==> config.mk <==
export PLATFORM = sky130hd
export DESIGN_NAME = ultrasonic_echo_ranger_core
export DESIGN_NICKNAME = d
export VERILOG_FILES = /design/src/sv/uer_pkg.sv /design/src/sv/uer_ctrl.sv /design/src/sv/uer_range.sv /design/src/sv/uer_out.sv /design/src/sv/ultrasonic_echo_ranger_core.sv
export VERILOG_INCLUDE_DIRS = /design/src /design/src/sv
export SDC_FILE = /design/constraint.sdc
export NUM_CORES = 1
export LEC_CHECK = 0
export BUFFER_PORTS_ARGS = -buffer_cell sky130_fd_sc_hd__clkbuf_2
export CORE_MARGIN = 2
export CORE_UTILIZATION = 55
export DETAILED_ROUTE_END_ITERATION = 7
export PLACE_DENSITY = 0.82
export SYNTH_ARGS = -nofsm -noshare
export SYNTH_HDL_FRONTEND = slang
export SYNTH_HIERARCHICAL = 1
export SYNTH_SLANG_ARGS = --single-unit
==> constraint.sdc <==
create_clock -name clk_i -period 6.25 [get_ports clk_i]
set_input_delay 0.3125 -clock clk_i [delete_from_list [all_inputs] [get_ports clk_i]]
set_output_delay 0.3125 -clock clk_i [all_outputs]
set_load 0.05 [all_outputs]
==> src/sv/ultrasonic_echo_ranger_core_assert.svh <==
// ----------------------------------------------------------------------------
// Ultrasonic echo ranger assertion macros
// Concurrent assertion wrappers, empty when SYNTHESIS is defined.
// ----------------------------------------------------------------------------
`ifndef ULTRASONIC_ECHO_RANGER_CORE_ASSERT_SVH
`define ULTRASONIC_ECHO_RANGER_CORE_ASSERT_SVH

`ifndef SYNTHESIS
`define UER_ASSERT(label, prop) \
  label: assert property (@(posedge clk_i) disable iff (!rst_ni) (prop)) \
    else $error("uer assertion failed");
`define UER_ASSERT_ALWAYS(label, prop) \
  label: assert property (@(posedge clk_i) (prop)) \
    else $error("uer assertion failed");
`else
`define UER_ASSERT(label, prop)
`define UER_ASSERT_ALWAYS(label, prop)
`endif

`endif

==> src/sv/uer_pkg.sv <==
// ----------------------------------------------------------------------------
// Ultrasonic echo ranger package
// Shared types and constants of the ranger pipeline.
// ----------------------------------------------------------------------------
package uer_pkg;

  localparam int unsigned CNT_W  = 18;
  localparam int unsigned DUR_W  = 16;
  localparam int unsigned DIST_W = 25;
  localparam int unsigned M_W    = 6;
  localparam int unsigned UM_W   = 20;

  localparam logic [CNT_W-1:0] CNT_MAX  = {CNT_W{1'b1}};
  localparam logic [UM_W-1:0]  UM_PER_M = 20'd1000000;

  // floor(x / 1e6) == floor((x >> 6) / 15625); 1073 / 2^24 under-estimates by < 1
  localparam int unsigned      RECIP_SHIFT = 24;
  localparam logic [10:0]      RECIP_MUL   = 11'd1073;

  localparam logic [9:0]       RST_TRIG_TICKS    = 10'd11;
  localparam logic [15:0]      RST_INVALID_TICKS = 16'd25000;
  localparam logic [17:0]      RST_MAX_WAIT      = 18'd130000;
  localparam logic [9:0]       RST_SOUND_SPEED   = 10'd340;
  localparam logic [9:0]       RST_HOLDOFF       = 10'd145;

  typedef enum logic [2:0] {
    PH_IDLE = 3'd0,
    PH_TRIG = 3'd1,
    PH_WAIT = 3'd2,
    PH_ECHO = 3'd3,
    PH_HOLD = 3'd4
  } phase_e;

  typedef enum logic [1:0] {
    ST_VALID   = 2'd0,
    ST_INVALID = 2'd1,
    ST_NORESP  = 2'd2
  } status_e;

  typedef enum logic [2:0] {
    CFG_TRIG_TICKS    = 3'd0,
    CFG_INVALID_TICKS = 3'd1,
    CFG_MAX_WAIT      = 3'd2,
    CFG_SOUND_SPEED   = 3'd3,
    CFG_HOLDOFF       = 3'd4
  } cfg_idx_e;

  typedef struct packed {
    logic [9:0]  trig_ticks;
    logic [15:0] invalid_ticks;
    logic [17:0] max_wait;
    logic [9:0]  holdoff;
  } uer_cfg_t;

  typedef struct packed {
    logic    trig;
    logic    busy;
    logic    done;
    status_e status;
    logic    load_val;
    logic    load_zero;
  } uer_info_t;

endpackage

==> src/sv/uer_ctrl.sv <==
// ----------------------------------------------------------------------------
// Ultrasonic echo ranger controller
// Trigger / echo sequencer, one tick per accepted word, first pipeline stage.
// ----------------------------------------------------------------------------
module uer_ctrl (
  input  logic                           clk_i,
  input  logic                           rst_ni,
  input  logic                           fire_i,
  input  logic                           en_i,
  input  logic                           cmd_i,
  input  logic                           echo_i,
  input  uer_pkg::uer_cfg_t              cfg_i,
  output logic                           a_valid_o,
  output uer_pkg::uer_info_t             a_info_o,
  output logic [uer_pkg::DUR_W-1:0]      a_dur_o
);
  import uer_pkg::*;

  phase_e           phase_q, phase_d;
  logic [CNT_W-1:0] wait_q, wait_d;
  logic [CNT_W-1:0] echo_q, echo_d;
  logic             echo_prev_q;
  status_e          status_q, status_d;

  logic             a_valid_q;
  uer_info_t        a_info_q;
  logic [DUR_W-1:0] a_dur_q;

  logic             edge_seen;
  logic             echo_end;
  logic             dur_ok;
  logic             timeout;
  logic             trig_end;
  logic             hold_end;
  logic             short_trig;
  logic [CNT_W-1:0] wait_inc;
  logic [CNT_W-1:0] echo_inc;
  uer_info_t        info;

  assign wait_inc   = (wait_q == CNT_MAX) ? wait_q : wait_q + 18'd1;
  assign echo_inc   = (echo_q == CNT_MAX) ? echo_q : echo_q + 18'd1;
  assign edge_seen  = echo_i != echo_prev_q;
  assign echo_end   = edge_seen && (phase_q == PH_ECHO);
  assign dur_ok     = (echo_inc > {8'd0, cfg_i.trig_ticks}) &&
                      (echo_inc < {2'd0, cfg_i.invalid_ticks});
  assign timeout    = ((phase_q == PH_WAIT) || (phase_q == PH_ECHO)) && !echo_end &&
                      (wait_inc >= cfg_i.max_wait);
  assign trig_end   = wait_inc >= {8'd0, cfg_i.trig_ticks};
  assign hold_end   = wait_inc >= {8'd0, cfg_i.holdoff};
  assign short_trig = cfg_i.trig_ticks <= 10'd1;

  // next state
  always_comb begin
    phase_d = phase_q;
    wait_d  = wait_q;
    echo_d  = echo_q;
    unique case (phase_q)
      PH_TRIG: begin
        wait_d = wait_inc;
        if (trig_end) begin
          phase_d = PH_WAIT;
          wait_d  = '0;
        end
      end
      PH_WAIT, PH_ECHO: begin
        wait_d = wait_inc;
        if (phase_q == PH_ECHO) begin
          echo_d = echo_inc;
        end
        if (edge_seen && (phase_q == PH_WAIT)) begin
          phase_d = PH_ECHO;
          echo_d  = '0;
        end else if (echo_end) begin
          if (dur_ok) begin
            phase_d = PH_IDLE;
          end else begin
            wait_d  = '0;
            phase_d = (cfg_i.holdoff == 10'd0) ? PH_IDLE : PH_HOLD;
          end
        end
        if (timeout) begin
          phase_d = PH_IDLE;
        end
      end
      PH_HOLD: begin
        wait_d = wait_inc;
        if (hold_end) begin
          phase_d = PH_IDLE;
        end
      end
      default: begin
        phase_d = PH_IDLE;
        if (cmd_i) begin
          if (short_trig) begin
            phase_d = PH_WAIT;
            wait_d  = '0;
          end else begin
            phase_d = PH_TRIG;
            wait_d  = 18'd1;
          end
        end
      end
    endcase
  end

  // outputs
  always_comb begin
    info           = '0;
    info.status    = status_q;
    status_d       = status_q;
    unique case (phase_q)
      PH_TRIG: begin
        info.trig = 1'b1;
        info.busy = 1'b1;
      end
      PH_WAIT, PH_ECHO: begin
        info.busy = 1'b1;
        if (echo_end) begin
          info.done = 1'b1;
          if (dur_ok) begin
            info.load_val = 1'b1;
            status_d      = ST_VALID;
          end else begin
            info.load_zero = 1'b1;
            status_d       = ST_INVALID;
          end
        end else if (timeout) begin
          info.done = 1'b1;
          status_d  = ST_NORESP;
        end
      end
      PH_HOLD: begin
        info.busy = 1'b1;
      end
      default: begin
        info.trig = cmd_i;
        info.busy = cmd_i;
      end
    endcase
    info.status = status_d;
  end

  always_ff @(posedge clk_i or negedge rst_ni) begin
    if (!rst_ni) begin
      phase_q     <= PH_IDLE;
      wait_q      <= '0;
      echo_q      <= '0;
      echo_prev_q <= 1'b0;
      status_q    <= ST_VALID;
    end else if (fire_i) begin
      phase_q     <= phase_d;
      wait_q      <= wait_d;
      echo_q      <= echo_d;
      echo_prev_q <= echo_i;
      status_q    <= status_d;
    end
  end

  always_ff @(posedge clk_i or negedge rst_ni) begin
    if (!rst_ni) begin
      a_valid_q <= 1'b0;
    end else if (en_i) begin
      a_valid_q <= fire_i;
    end
  end

  always_ff @(posedge clk_i) begin
    if (en_i) begin
      a_info_q <= info;
      a_dur_q  <= echo_inc[DUR_W-1:0];
    end
  end

  assign a_valid_o = a_valid_q;
  assign a_info_o  = a_info_q;
  assign a_dur_o   = a_dur_q;

endmodule

==> src/sv/uer_range.sv <==
// ----------------------------------------------------------------------------
// Ultrasonic echo ranger distance scaler
// Duration times speed over two, then a reciprocal estimate of whole metres.
// ----------------------------------------------------------------------------
module uer_range (
  input  logic                           clk_i,
  input  logic                           rst_ni,
  input  logic                           en_i,
  input  logic [9:0]                     speed_i,
  input  logic                           a_valid_i,
  input  uer_pkg::uer_info_t             a_info_i,
  input  logic [uer_pkg::DUR_W-1:0]      a_dur_i,
  output logic                           c_valid_o,
  output uer_pkg::uer_info_t             c_info_o,
  output logic [uer_pkg::DIST_W-1:0]     c_dist_o,
  output logic [uer_pkg::M_W-1:0]        c_qest_o
);
  import uer_pkg::*;

  logic              b_valid_q;
  uer_info_t         b_info_q;
  logic [DIST_W-1:0] b_dist_q;
  logic              c_valid_q;
  uer_info_t         c_info_q;
  logic [DIST_W-1:0] c_dist_q;
  logic [M_W-1:0]    c_qest_q;

  logic [DIST_W:0]   prod;
  logic [29:0]       qprod;

  assign prod  = {10'd0, a_dur_i} * {16'd0, speed_i};
  assign qprod = {11'd0, b_dist_q[DIST_W-1:6]} * {19'd0, RECIP_MUL};

  always_ff @(posedge clk_i or negedge rst_ni) begin
    if (!rst_ni) begin
      b_valid_q <= 1'b0;
      c_valid_q <= 1'b0;
    end else if (en_i) begin
      b_valid_q <= a_valid_i;
      c_valid_q <= b_valid_q;
    end
  end

  always_ff @(posedge clk_i) begin
    if (en_i) begin
      b_info_q <= a_info_i;
      b_dist_q <= prod[DIST_W:1];
      c_info_q <= b_info_q;
      c_dist_q <= b_dist_q;
      c_qest_q <= qprod[RECIP_SHIFT+M_W-1:RECIP_SHIFT];
    end
  end

  assign c_valid_o = c_valid_q;
  assign c_info_o  = c_info_q;
  assign c_dist_o  = c_dist_q;
  assign c_qest_o  = c_qest_q;

endmodule

==> src/sv/uer_out.sv <==
// ----------------------------------------------------------------------------
// Ultrasonic echo ranger output stage
// Quotient correction, held distance and the output register.
// ----------------------------------------------------------------------------
module uer_out (
  input  logic                           clk_i,
  input  logic                           rst_ni,
  input  logic                           en_i,
  input  logic                           c_valid_i,
  input  uer_pkg::uer_info_t             c_info_i,
  input  logic [uer_pkg::DIST_W-1:0]     c_dist_i,
  input  logic [uer_pkg::M_W-1:0]        c_qest_i,
  output logic                           out_valid_o,
  output uer_pkg::uer_info_t             out_info_o,
  output logic [uer_pkg::M_W-1:0]        held_m_o,
  output logic [uer_pkg::UM_W-1:0]       held_um_o
);
  import uer_pkg::*;

  logic              out_valid_q;
  uer_info_t         out_info_q;
  logic [M_W-1:0]    held_m_q;
  logic [UM_W-1:0]   held_um_q;

  logic [DIST_W:0]   qprod;
  logic [DIST_W-1:0] rem;
  logic              rem_hi;
  logic [M_W-1:0]    q_fix;
  logic [DIST_W-1:0] rem_fix;

  // estimate is q or q-1, so one compare and subtract settles it
  assign qprod   = {20'd0, c_qest_i} * {6'd0, UM_PER_M};
  assign rem     = c_dist_i - qprod[DIST_W-1:0];
  assign rem_hi  = rem >= {5'd0, UM_PER_M};
  assign q_fix   = rem_hi ? c_qest_i + 6'd1 : c_qest_i;
  assign rem_fix = rem_hi ? rem - {5'd0, UM_PER_M} : rem;

  always_ff @(posedge clk_i or negedge rst_ni) begin
    if (!rst_ni) begin
      out_valid_q <= 1'b0;
      held_m_q    <= '0;
      held_um_q   <= '0;
    end else if (en_i) begin
      out_valid_q <= c_valid_i;
      if (c_valid_i && c_info_i.load_val) begin
        held_m_q  <= q_fix;
        held_um_q <= rem_fix[UM_W-1:0];
      end else if (c_valid_i && c_info_i.load_zero) begin
        held_m_q  <= '0;
        held_um_q <= '0;
      end
    end
  end

  always_ff @(posedge clk_i) begin
    if (en_i) begin
      out_info_q <= c_info_i;
    end
  end

  assign out_valid_o = out_valid_q;
  assign out_info_o  = out_info_q;
  assign held_m_o    = held_m_q;
  assign held_um_o   = held_um_q;

endmodule

==> src/sv/ultrasonic_echo_ranger_core.sv <==
// Throughput: one word per cycle; stages are sequencer, multiply, reciprocal
// estimate, quotient correction, all advancing together while the output
// register is free or being taken.
// Reset: asynchronous, clears sequencer, counters, held distance and status,
// and loads the configuration registers with their defaults.
// ----------------------------------------------------------------------------
// Ultrasonic echo ranger core
// Pulse-echo range finder controller, one echo sample per tick word.
// ----------------------------------------------------------------------------
`include "ultrasonic_echo_ranger_core_assert.svh"

module ultrasonic_echo_ranger_core (
  input  logic        clk_i,
  input  logic        rst_ni,
  input  logic        cfg_we_i,
  input  logic [2:0]  cfg_idx_i,
  input  logic [17:0] cfg_data_i,
  input  logic        s_axis_tvalid,
  output logic        s_axis_tready,
  input  logic [7:0]  s_axis_tdata,   // [0] echo_level
  input  logic        s_axis_tuser,   // [0] command
  output logic        m_axis_tvalid,
  input  logic        m_axis_tready,
  output logic [31:0] m_axis_tdata,   // [0] trigger_level, [1] busy_res, [2] done_res,
                                      // [8:3] distance_m, [28:9] distance_um
  output logic [1:0]  m_axis_tuser    // [1:0] status
);
  import uer_pkg::*;

  uer_cfg_t          cfg_q;
  logic [9:0]        speed_q;
  logic              en;
  logic              fire;

  logic              a_valid;
  uer_info_t         a_info;
  logic [DUR_W-1:0]  a_dur;
  logic              c_valid;
  uer_info_t         c_info;
  logic [DIST_W-1:0] c_dist;
  logic [M_W-1:0]    c_qest;
  logic              out_valid;
  uer_info_t         out_info;
  logic [M_W-1:0]    held_m;
  logic [UM_W-1:0]   held_um;

  always_ff @(posedge clk_i or negedge rst_ni) begin
    if (!rst_ni) begin
      cfg_q.trig_ticks    <= RST_TRIG_TICKS;
      cfg_q.invalid_ticks <= RST_INVALID_TICKS;
      cfg_q.max_wait      <= RST_MAX_WAIT;
      cfg_q.holdoff       <= RST_HOLDOFF;
      speed_q             <= RST_SOUND_SPEED;
    end else if (cfg_we_i) begin
      unique case (cfg_idx_i)
        CFG_TRIG_TICKS:    cfg_q.trig_ticks    <= cfg_data_i[9:0];
        CFG_INVALID_TICKS: cfg_q.invalid_ticks <= cfg_data_i[15:0];
        CFG_MAX_WAIT:      cfg_q.max_wait      <= cfg_data_i;
        CFG_SOUND_SPEED:   speed_q             <= cfg_data_i[9:0];
        CFG_HOLDOFF:       cfg_q.holdoff       <= cfg_data_i[9:0];
        default: begin
        end
      endcase
    end
  end

  assign en            = !out_valid || m_axis_tready;
  assign s_axis_tready = en;
  assign fire          = s_axis_tvalid && en;

  uer_ctrl u_ctrl (
    .clk_i     (clk_i),
    .rst_ni    (rst_ni),
    .fire_i    (fire),
    .en_i      (en),
    .cmd_i     (s_axis_tuser),
    .echo_i    (s_axis_tdata[0]),
    .cfg_i     (cfg_q),
    .a_valid_o (a_valid),
    .a_info_o  (a_info),
    .a_dur_o   (a_dur)
  );

  uer_range u_range (
    .clk_i     (clk_i),
    .rst_ni    (rst_ni),
    .en_i      (en),
    .speed_i   (speed_q),
    .a_valid_i (a_valid),
    .a_info_i  (a_info),
    .a_dur_i   (a_dur),
    .c_valid_o (c_valid),
    .c_info_o  (c_info),
    .c_dist_o  (c_dist),
    .c_qest_o  (c_qest)
  );

  uer_out u_out (
    .clk_i       (clk_i),
    .rst_ni      (rst_ni),
    .en_i        (en),
    .c_valid_i   (c_valid),
    .c_info_i    (c_info),
    .c_dist_i    (c_dist),
    .c_qest_i    (c_qest),
    .out_valid_o (out_valid),
    .out_info_o  (out_info),
    .held_m_o    (held_m),
    .held_um_o   (held_um)
  );

  assign m_axis_tvalid = out_valid;
  assign m_axis_tdata  = {3'd0, held_um, held_m, out_info.done, out_info.busy, out_info.trig};
  assign m_axis_tuser  = out_info.status;

  `UER_ASSERT(a_trig_busy, (m_axis_tvalid && out_info.trig) |-> out_info.busy)
  `UER_ASSERT(a_um_range, m_axis_tvalid |-> (held_um < UM_PER_M))
  `UER_ASSERT(a_held_change,
              ($past(rst_ni) && (!$stable(held_m) || !$stable(held_um))) |->
              (m_axis_tvalid && out_info.done &&
               (out_info.status == ST_VALID || out_info.status == ST_INVALID)))

endmodule
# --- After elaboration in Yosys (flattened, before gate mapping) ---
# Cells that the tools add are included.
classes:
  eq_ne: 14
  n_mux: 36
  n_addsub: 5
  reduce_logical: 30
  mul: 3
  magnitude_cmp: 7
op_table:
  columns: ["operator", "n"]
  rows:
  - ["18-bit 2-to-1 mux", 9]
  - ["20-bit 2-to-1 mux", 3]
  - ["18-bit one-hot mux with 3 select lines", 1]
  - ["18-bit by 1-bit adder with 18-bit output, second input constant", 2]
  - ["18-bit == test, second input constant", 2]
  - ["18-bit by 10-bit >= comparator with 1-bit output", 2]
  - ["19-bit by 11-bit multiplier with 30-bit output, second input constant", 1]
  - ["16-bit by 10-bit multiplier with 26-bit output", 1]
  - ["25-bit by 20-bit >= comparator with 1-bit output, second input constant", 1]
  - ["25-bit subtractor", 1]
  - ["3-bit 2-to-1 mux", 8]
  - ["20-bit subtractor, second input constant", 1]
  - ["6-bit by 14-bit multiplier with 19-bit output, second input constant", 1]
  - ["18-bit >= comparator", 1]
  - ["18-bit by 10-bit greater-than comparator with 1-bit output", 1]
  - ["18-bit by 16-bit < comparator with 1-bit output", 1]
  - ["6-bit 2-to-1 mux", 3]
  - ["2-bit AND reduction", 8]
  - ["3-bit by 2-bit == test with 1-bit output, second input constant", 4]
  - ["10-bit by 1-bit <= comparator with 1-bit output, second input constant", 1]
  - ["10-bit zero test", 1]
  - ["3-bit one-hot mux with 3 select lines", 1]
  - ["1-bit logical AND", 8]
  - ["2-bit 2-to-1 mux", 4]
  - ["18 further kinds", 29]
totals:
  output_inout_bits: 36
  reg_bits: 234
  inputBits: 35

# --- Logic depth before layout (Yosys ltp) ---
# Gate-level depths: netlist (run 1).
logic_depth:
  word_depth: 9
  depth_mapped: 25

# --- Cells and area by module ---
# The synthesis (run 1) kept the hierarchy.
modules_own_cells:
  columns: ["mod", "cells_each", "n_inst", "area_per_inst_um2"]
  rows:
  - ["uer_range", 948, 1, 9581.7]
  - ["uer_ctrl", 631, 1, 5526.6]
  - ["uer_out", 441, 1, 3849.9]
  - ["ultrasonic_echo_ranger_core", 146, 1, 2605.0]

# --- Worst setup path before layout (run 1) ---
# OpenSTA, ideal clock, no wires.
synth_timing:
  path_type: "register to register"
  from: "register u_range.c_qest_q[0] (netlist: u_range/c_qest_o[0])"
  to: "register u_out.held_um_q[17] (netlist: u_out/held_um_o[17])"
  t_arrival_ns: 5.398
  path_slack_ns: 0.725
  path_stages_with_launch: 24
  synth_period_minus_slack_ns: 5.525
  n_path_buf: 3
  cell_sequence: "edfxtp_1 fa_1 ha_1 inv_1 fa_1 inv_1 ha_1 a31o_2 a21o_1 a21oi_1 xor2_1 ha_1 clkbuf_2 a21o_1 o21bai_1 a41oi_1 a21oi_1 xor2_1 or3b_4 nor4_4 buf_6 buf_6 mux2i_1 nand3_1"
synth_between:
  elab_chain_len: 5
synth_lines:
  columns: ["element", "line_no", "source"]
  rows:
  - ["from (decl)", "uer_range.sv:26", "logic [M_W-1:0] c_qest_q;"]
  - ["from (signal assigned)", "uer_range.sv:50", "c_qest_q <= qprod[RECIP_SHIFT+M_W-1:RECIP_SHIFT];"]
  - ["6-bit by 14-bit multiplier with 19-bit output *", "uer_out.sv:32", "assign qprod = {20'd0, c_qest_i} * {6'd0, UM_PER_M};"]
  - ["25-bit subtractor *", "uer_out.sv:33", "assign rem = c_dist_i - qprod[DIST_W-1:0];"]
  - ["20-bit subtractor or 25-bit by 20-bit >= comparator with 1-bit output (tied branches)", "uer_out.sv:36, uer_out.sv:34", null]
  - ["20-bit 2-to-1 mux *", "uer_out.sv:36", "assign rem_fix = rem_hi ? rem - {5'd0, UM_PER_M} : rem;"]
  - ["20-bit 2-to-1 mux *", "uer_out.sv:45", "if (c_valid_i && c_info_i.load_val) begin"]
  - ["to (signal assigned)", "uer_out.sv:47", "held_um_q <= rem_fix[UM_W-1:0];"]
  - ["to (decl)", "uer_out.sv:23", "logic [UM_W-1:0] held_um_q;"]
# Every way passes the cells marked *; elsewhere a longest branch is shown, timed or not.
# A chain may end at the register's enable or synchronous reset.

# --- Worst setup path after layout (run 1) ---
layout_timing:
  from: "register u_range.c_qest_q[5] (netlist: u_range/c_qest_o[5])"
  to: "register u_out.held_um_q[12] (netlist: u_out/held_um_o[12])"
# Same word-level chain as after synthesis.

==> results of run 1 <==
final timing paths:
path / from / to
min in group asynchronous: rst_ni / u_ctrl/echo_q[10]
worst max-delay path: u_range/c_qest_o[5] / u_out/held_um_o[12]
worst min-delay path: cfg_data_i[11] / cfg_q[21]
max in group asynchronous: rst_ni / cfg_q[27]
worst max register to register: u_range/c_qest_o[5] / u_out/held_um_o[12]
worst min register to register: u_range/c_info_o[3] / u_out/out_info_o[3]
area by class of cell:
class	count	area (µm²)
Clock buffer	36	749.5
Clock inverter	13	81.33
Fill cell	3031	15580
Inverter	332	1246
Multi-Input combinational cell	1527	13510
Sequential cell	234	6380
Tap cell	518	648.1
Timing Repair Buffer	75	449.2
worst max-delay path, cell delays in order, from the launching register on:
cell and delay [ns]:
edfxtp_1 0.59, ha_1 0.37, ha_1 0.29, ha_1 0.24, inv_1 0.08, fa_1 0.19, nor2b_1 0.05, o21ai_0 0.33
o21bai_1 0.18, a31o_2 0.30, a21o_1 0.17, a21oi_1 0.21, xor2_1 0.22, ha_1 0.35, a21o_1 0.21, o21bai_1 0.17
a41oi_1 0.16, a21oi_1 0.07, xor2_1 0.14, or3b_4 0.43, nor4_4 0.32, buf_12 0.21, nor4_1 0.06, or3_1 0.39
repair_timing:
| action | 4_1_cts | 5_1_grt |
|---|---|---|
| setup endpoints to repair | 0 | 0 |
| hold buffers | 7 | 0 |
| endpoints found under the hold margin | 56 | 0 |
cell usage in the layout (no fill, tap or decap), drive strengths merged, types with 60 or more instances in the layout:
cell type,instances
a21oi,83
and2,84
clkbuf,95
dfrtp,109
edfxtp,98
fa,146
ha,249
inv,334
mux2,72
nand2,207
nand3,60
o21ai,86
metrics by stage:
stage          instances  utilization (%)
6_report            2735            59.69
5_1_grt             2735            59.69
4_1_cts             2735            59.69
3_5_place_dp        2679            57.36
3_3_place_gp        2679            57.36
2_1_floorplan       2166                -
state kept, by name, indices dropped and copies added (netlist names), 2 cells and up:
| signal | count |
|---|---|
| cfg_q | 54 |
| u_range/b_dist_q | 25 |
| u_range/c_dist_o | 25 |
| u_out/held_um_o | 20 |
| u_ctrl/echo_q | 18 |
| u_ctrl/wait_q | 18 |
| u_ctrl/a_dur_o | 16 |
| speed_q | 10 |
| u_ctrl/a_info_o | 7 |
| u_range/b_info_q | 7 |
| u_range/c_info_o | 7 |
| u_out/held_m_o | 6 |
| u_range/c_qest_o | 6 |
| u_out/out_info_o | 5 |
| u_ctrl/phase_q | 3 |
| u_ctrl/status_q | 2 |
routing by layer:
| layer | vias up | share of wire, % | global-route usage, % |
|---|---|---|---|
| met5 | - | 0 | 0 |
| met1 | 8013 | 42 | 32.53 |
| met4 | 0 | 2.8 | 7.537 |
| met3 | 128 | 7.0 | 3.288 |
| met2 | 634 | 48 | 40.90 |
| li1 | 7519 | - | - |
==> impl_metrics.tcl, run 1 <==
set metrics [dict create \
    max-cap-violations 0 \
    synthCells 2164 \
    drc 0 \
    crit_type "reg -> reg" \
    fin_area_um2 23070 \
    status "finished, final reports clean" \
    r2r_slack_ns 0.35 \
    first_pass_iters 6 \
    post-route-min-period_ns 5.903 \
    postCtsSetupBuffers 0 \
    die_h_um 201.7 \
    placed_area_um2 22170 \
    grt_pass1_vias 16385 \
    fin_setup_tns_ns 0 \
    vias 16294 \
    min_path_type "in -> reg" \
    antenna_cells 0 \
    drtIter0Drc 1301 \
    worstMarginPinSlew_ns 1.300 \
    fin_skew_ns 0.02612 \
    critPathMaxFanout 26 \
    cp-start-kind "flop" \
    numPortBuffers 60 \
    rsz0062_at_grt "no" \
    syn-cell-area_um2 21500 \
    detail-route-antenna-nets 0 \
    setup_violations 0 \
    hold_violations 0 \
    dp_hpwl_um 36930 \
    clk-insertion-delay-late_ns 0.56 \
    vias_per_cell 5.958 \
    end_kind "flop" \
    die_area_um2 40700 \
    cts_tree "built" \
    clk_pin_slew_ns 0.06 \
    die_w_um 201.7 \
    cp.required_ns 6.66 \
    htree_levels 1 \
    ioPinCount 71 \
    row_count 72 \
    cts.repair.resized 0 \
    preCtsSetupSlack_ns 0.4100 \
    drv_slew 0 \
    grt.total_usage_pct 24.24 \
    cp.arrival_ns 6.31 \
    clockRootBuffer "clkbuf_16" \
    cts_inserted_buffers 27 \
    wl_per_cell_um 17.93 \
    final_layout_size_suffix_gt1_share_pct 12.04 \
    avgSynthCellArea_um2 9.937 \
    yosysWarningCount 6 \
    syn_to_final_growth_pct 7.279 \
    maxSlewHeadroom_pct 13.10 \
    clockBufferDepth 3 \
    antenna_found_initial 0 \
    overflow 0 \
    fmax_mhz 169.4 \
    grt_pass1_wl_um 81040 \
    start_util_pct 55.64 \
    fin_hold_ws_ns 0.03142 \
    grt_max_degree 83 \
    worstHoldPathCells 2 \
    r2r_cells 23 \
    fin_ws_ns 0.3471 \
    core_area_um2 38650 \
    drt_wl_total_um 49040 \
    post-route-period-util_pct 94.45 \
    layout.nets 2627 \
    cts_sinks 234 \
    gp_congestion 0.9034 \
]
Power of run 1 is left out: the tool's default activity adds up to more than one toggle a clock period on the data nets, which glitch-free logic cannot reach.
==> inputs of run 2 (changes only) <==
- ABC_AREA: default -> 1
- CTS_CLUSTER_DIAMETER: default -> 120
==> run 2 against run 1 <==
Against the previous run:
- register-to-register slack improved by 0.49 ns
- final area increased by 5.4%
- via count rose by 16%
- worst hold slack got worse by 0.0036 ns
- critical path depth up 2
- area after synthesis grew 5.4%
- routed wire length increased by 5.9%
- clock-buffer cell count is 2 lower
- clock skew decreased by 0.010 ns
- non-clock buffer count is 5 lower
==> impl_metrics.tcl, run 2 <==
set metrics [dict create \
    status "finished, final reports clean" \
    cts_tree "built" \
    cts_sinks 234 \
    grt_pass1_vias 18713 \
    setup_violations 0 \
    clk-insertion-delay-late_ns 0.55 \
    crit_top_cell "nand3_1" \
    path_buf_inv 3 \
    die_h_um 207 \
    cts_inserted_buffers 26 \
    final_cell_mix "nand2_1, inv_1, ha_1" \
    clk_pin_slew_ns 0.06 \
    core_area_um2 40740 \
    crit_path_top_delay_cell "fa_1" \
    detail-route-antenna-nets 0 \
    fin_skew_ns 0.01601 \
    start_util_pct 55.64 \
    critPathMaxFanout 32 \
    post-route-min-period_ns 5.415 \
    cp_slowest_stage_delay_ns 0.63 \
    rsz0062_at_grt "no" \
    end_kind "flop" \
    gp_congestion 0.9412 \
    largest-register "cfg_q" \
    grt_pass1_wl_um 88230 \
    first_pass_iters 6 \
    path_depth 25 \
    worstHoldPathCells 3 \
    final_common_cell "nand2_1" \
    clockRootBuffer "clkbuf_16" \
    fmax_mhz 184.7 \
    avgSynthCellArea_um2 7.548 \
    clockBufferDepth 3 \
    numPortBuffers 60 \
    critPathTopFamily "adder cells" \
    synthCells 3003 \
    die_area_um2 42850 \
    vias_per_cell 5.251 \
    fin_hold_ws_ns 0.02779 \
    syn-cell-area_um2 22670 \
    overflow 0 \
    dp.cells 3536 \
    maxSlewHeadroom_pct 15.25 \
    hold_violations 0 \
    layout.cells.non_filler 3587 \
    min_path_type "in -> reg" \
    fin_setup_tns_ns 0 \
    cp.arrival_ns 5.85 \
    syn_to_final_growth_pct 7.270 \
    yosysWarningCount 6 \
    ioPinCount 71 \
    drtIter0Drc 1387 \
    postCtsSetupBuffers 0 \
    drv_slew 0 \
    crit_type "reg -> reg" \
    cp-start-kind "flop" \
    largest_reg_flops 54 \
    layout.nets 3465 \
    die_w_um 207 \
    post-route-period-util_pct 86.65 \
    max-cap-violations 0 \
    grt_max_degree 79 \
    antenna_found_initial 0 \
    final_layout_size_suffix_gt1_share_pct 6.678 \
    dp_hpwl_um 40190 \
    htree_levels 1 \
    r2r_cells 25 \
    row_count 74 \
    grt.total_usage_pct 24.52 \
    worstMarginPinSlew_ns 1.267 \
    fin_util_pct 59.68 \
    cp.required_ns 6.68 \
    drc 0 \
    drt_wl_total_um 51910 \
    vias 18834 \
    cts.repair.resized 0 \
    fill_cells 3514 \
    wl_per_cell_um 14.47 \
    antenna_cells 0 \
]
run 2: path summary, 6_finish.rpt:
| kind | startpoint | endpoint | slack [ns] |
|---|---|---|---|
| min in group asynchronous | rst_ni | u_out/held_um_o[15] | 0.34 |
| max in group asynchronous | rst_ni | speed_q[1] | 4.57 |
| worst min register to register | u_range/b_info_q[6] | u_range/c_info_o[6] | 0.42 |
| worst max-delay path | u_range/c_qest_o[3] | u_out/held_m_o[1] | 0.83 |
| worst max register to register | u_range/c_qest_o[3] | u_out/held_m_o[1] | 0.83 |
| worst min-delay path | cfg_data_i[17] | cfg_q[27] | 0.03 |
run 2: area by class of cell:
cell class	count	area, µm²	area share [%]
clock buffers	34	774.5	3.185
clock inverters	14	151.4	0.6227
inverters	646	2425	9.973
multi-input cells	2057	13530	55.64
flip-flops and latches	234	6380	26.24
well taps	532	665.6	2.738
repair buffers	70	389.1	1.600
run 2: per-stage QoR:
| step | worst slack (ns) | cell area (µm²) |
|---|---|---|
| global route | 0.3926 | 24310 |
| global placement | 0.9337 | 23360 |
| detailed placement | 0.8665 | 23360 |
| floorplan | 1.218 | 22670 |
| CTS | 0.8506 | 24310 |
| finish | 0.8345 | 24310 |
run 2: timing repair:
item / 4_1_cts / 5_1_grt
hold buffers: 3 / 0
hold endpoints to repair: 59 / 0
setup endpoints to repair: 0 / 0
run 2: routing by layer:
| layer | share of wire (%) | track usage, % | vias to the layer above |
|---|---|---|---|
| li1 | - | - | 9353 |
| met1 | 42 | 31.86 | 8790 |
| met2 | 48 | 42.43 | 572 |
| met4 | 3.6 | 8.695 | 0 |
| met5 | 0 | 0 | - |
| met3 | 5.9 | 2.774 | 119 |
run 2: worst register-to-register path, stage by stage, from the launching register on:
cell and delay (ns):
edfxtp_1 0.59, fa_1 0.63, inv_1 0.06, fa_1 0.49
fa_1 0.54, inv_1 0.04, ha_1 0.34, nand2_1 0.09
nor3_1 0.20, nand3_1 0.11, o2111ai_1 0.11, xnor2_1 0.10
ha_1 0.37, nand4_1 0.15, nor2_1 0.16, nand3_1 0.10
nand3_1 0.12, nand3_1 0.08, nand2_1 0.09, nand3_1 0.11
nor2_4 0.20, nand2_4 0.23, inv_1 0.17, nand2_1 0.11
nand3_1 0.09, nand2_1 0.05
Power of run 2 is left out for the same reason.
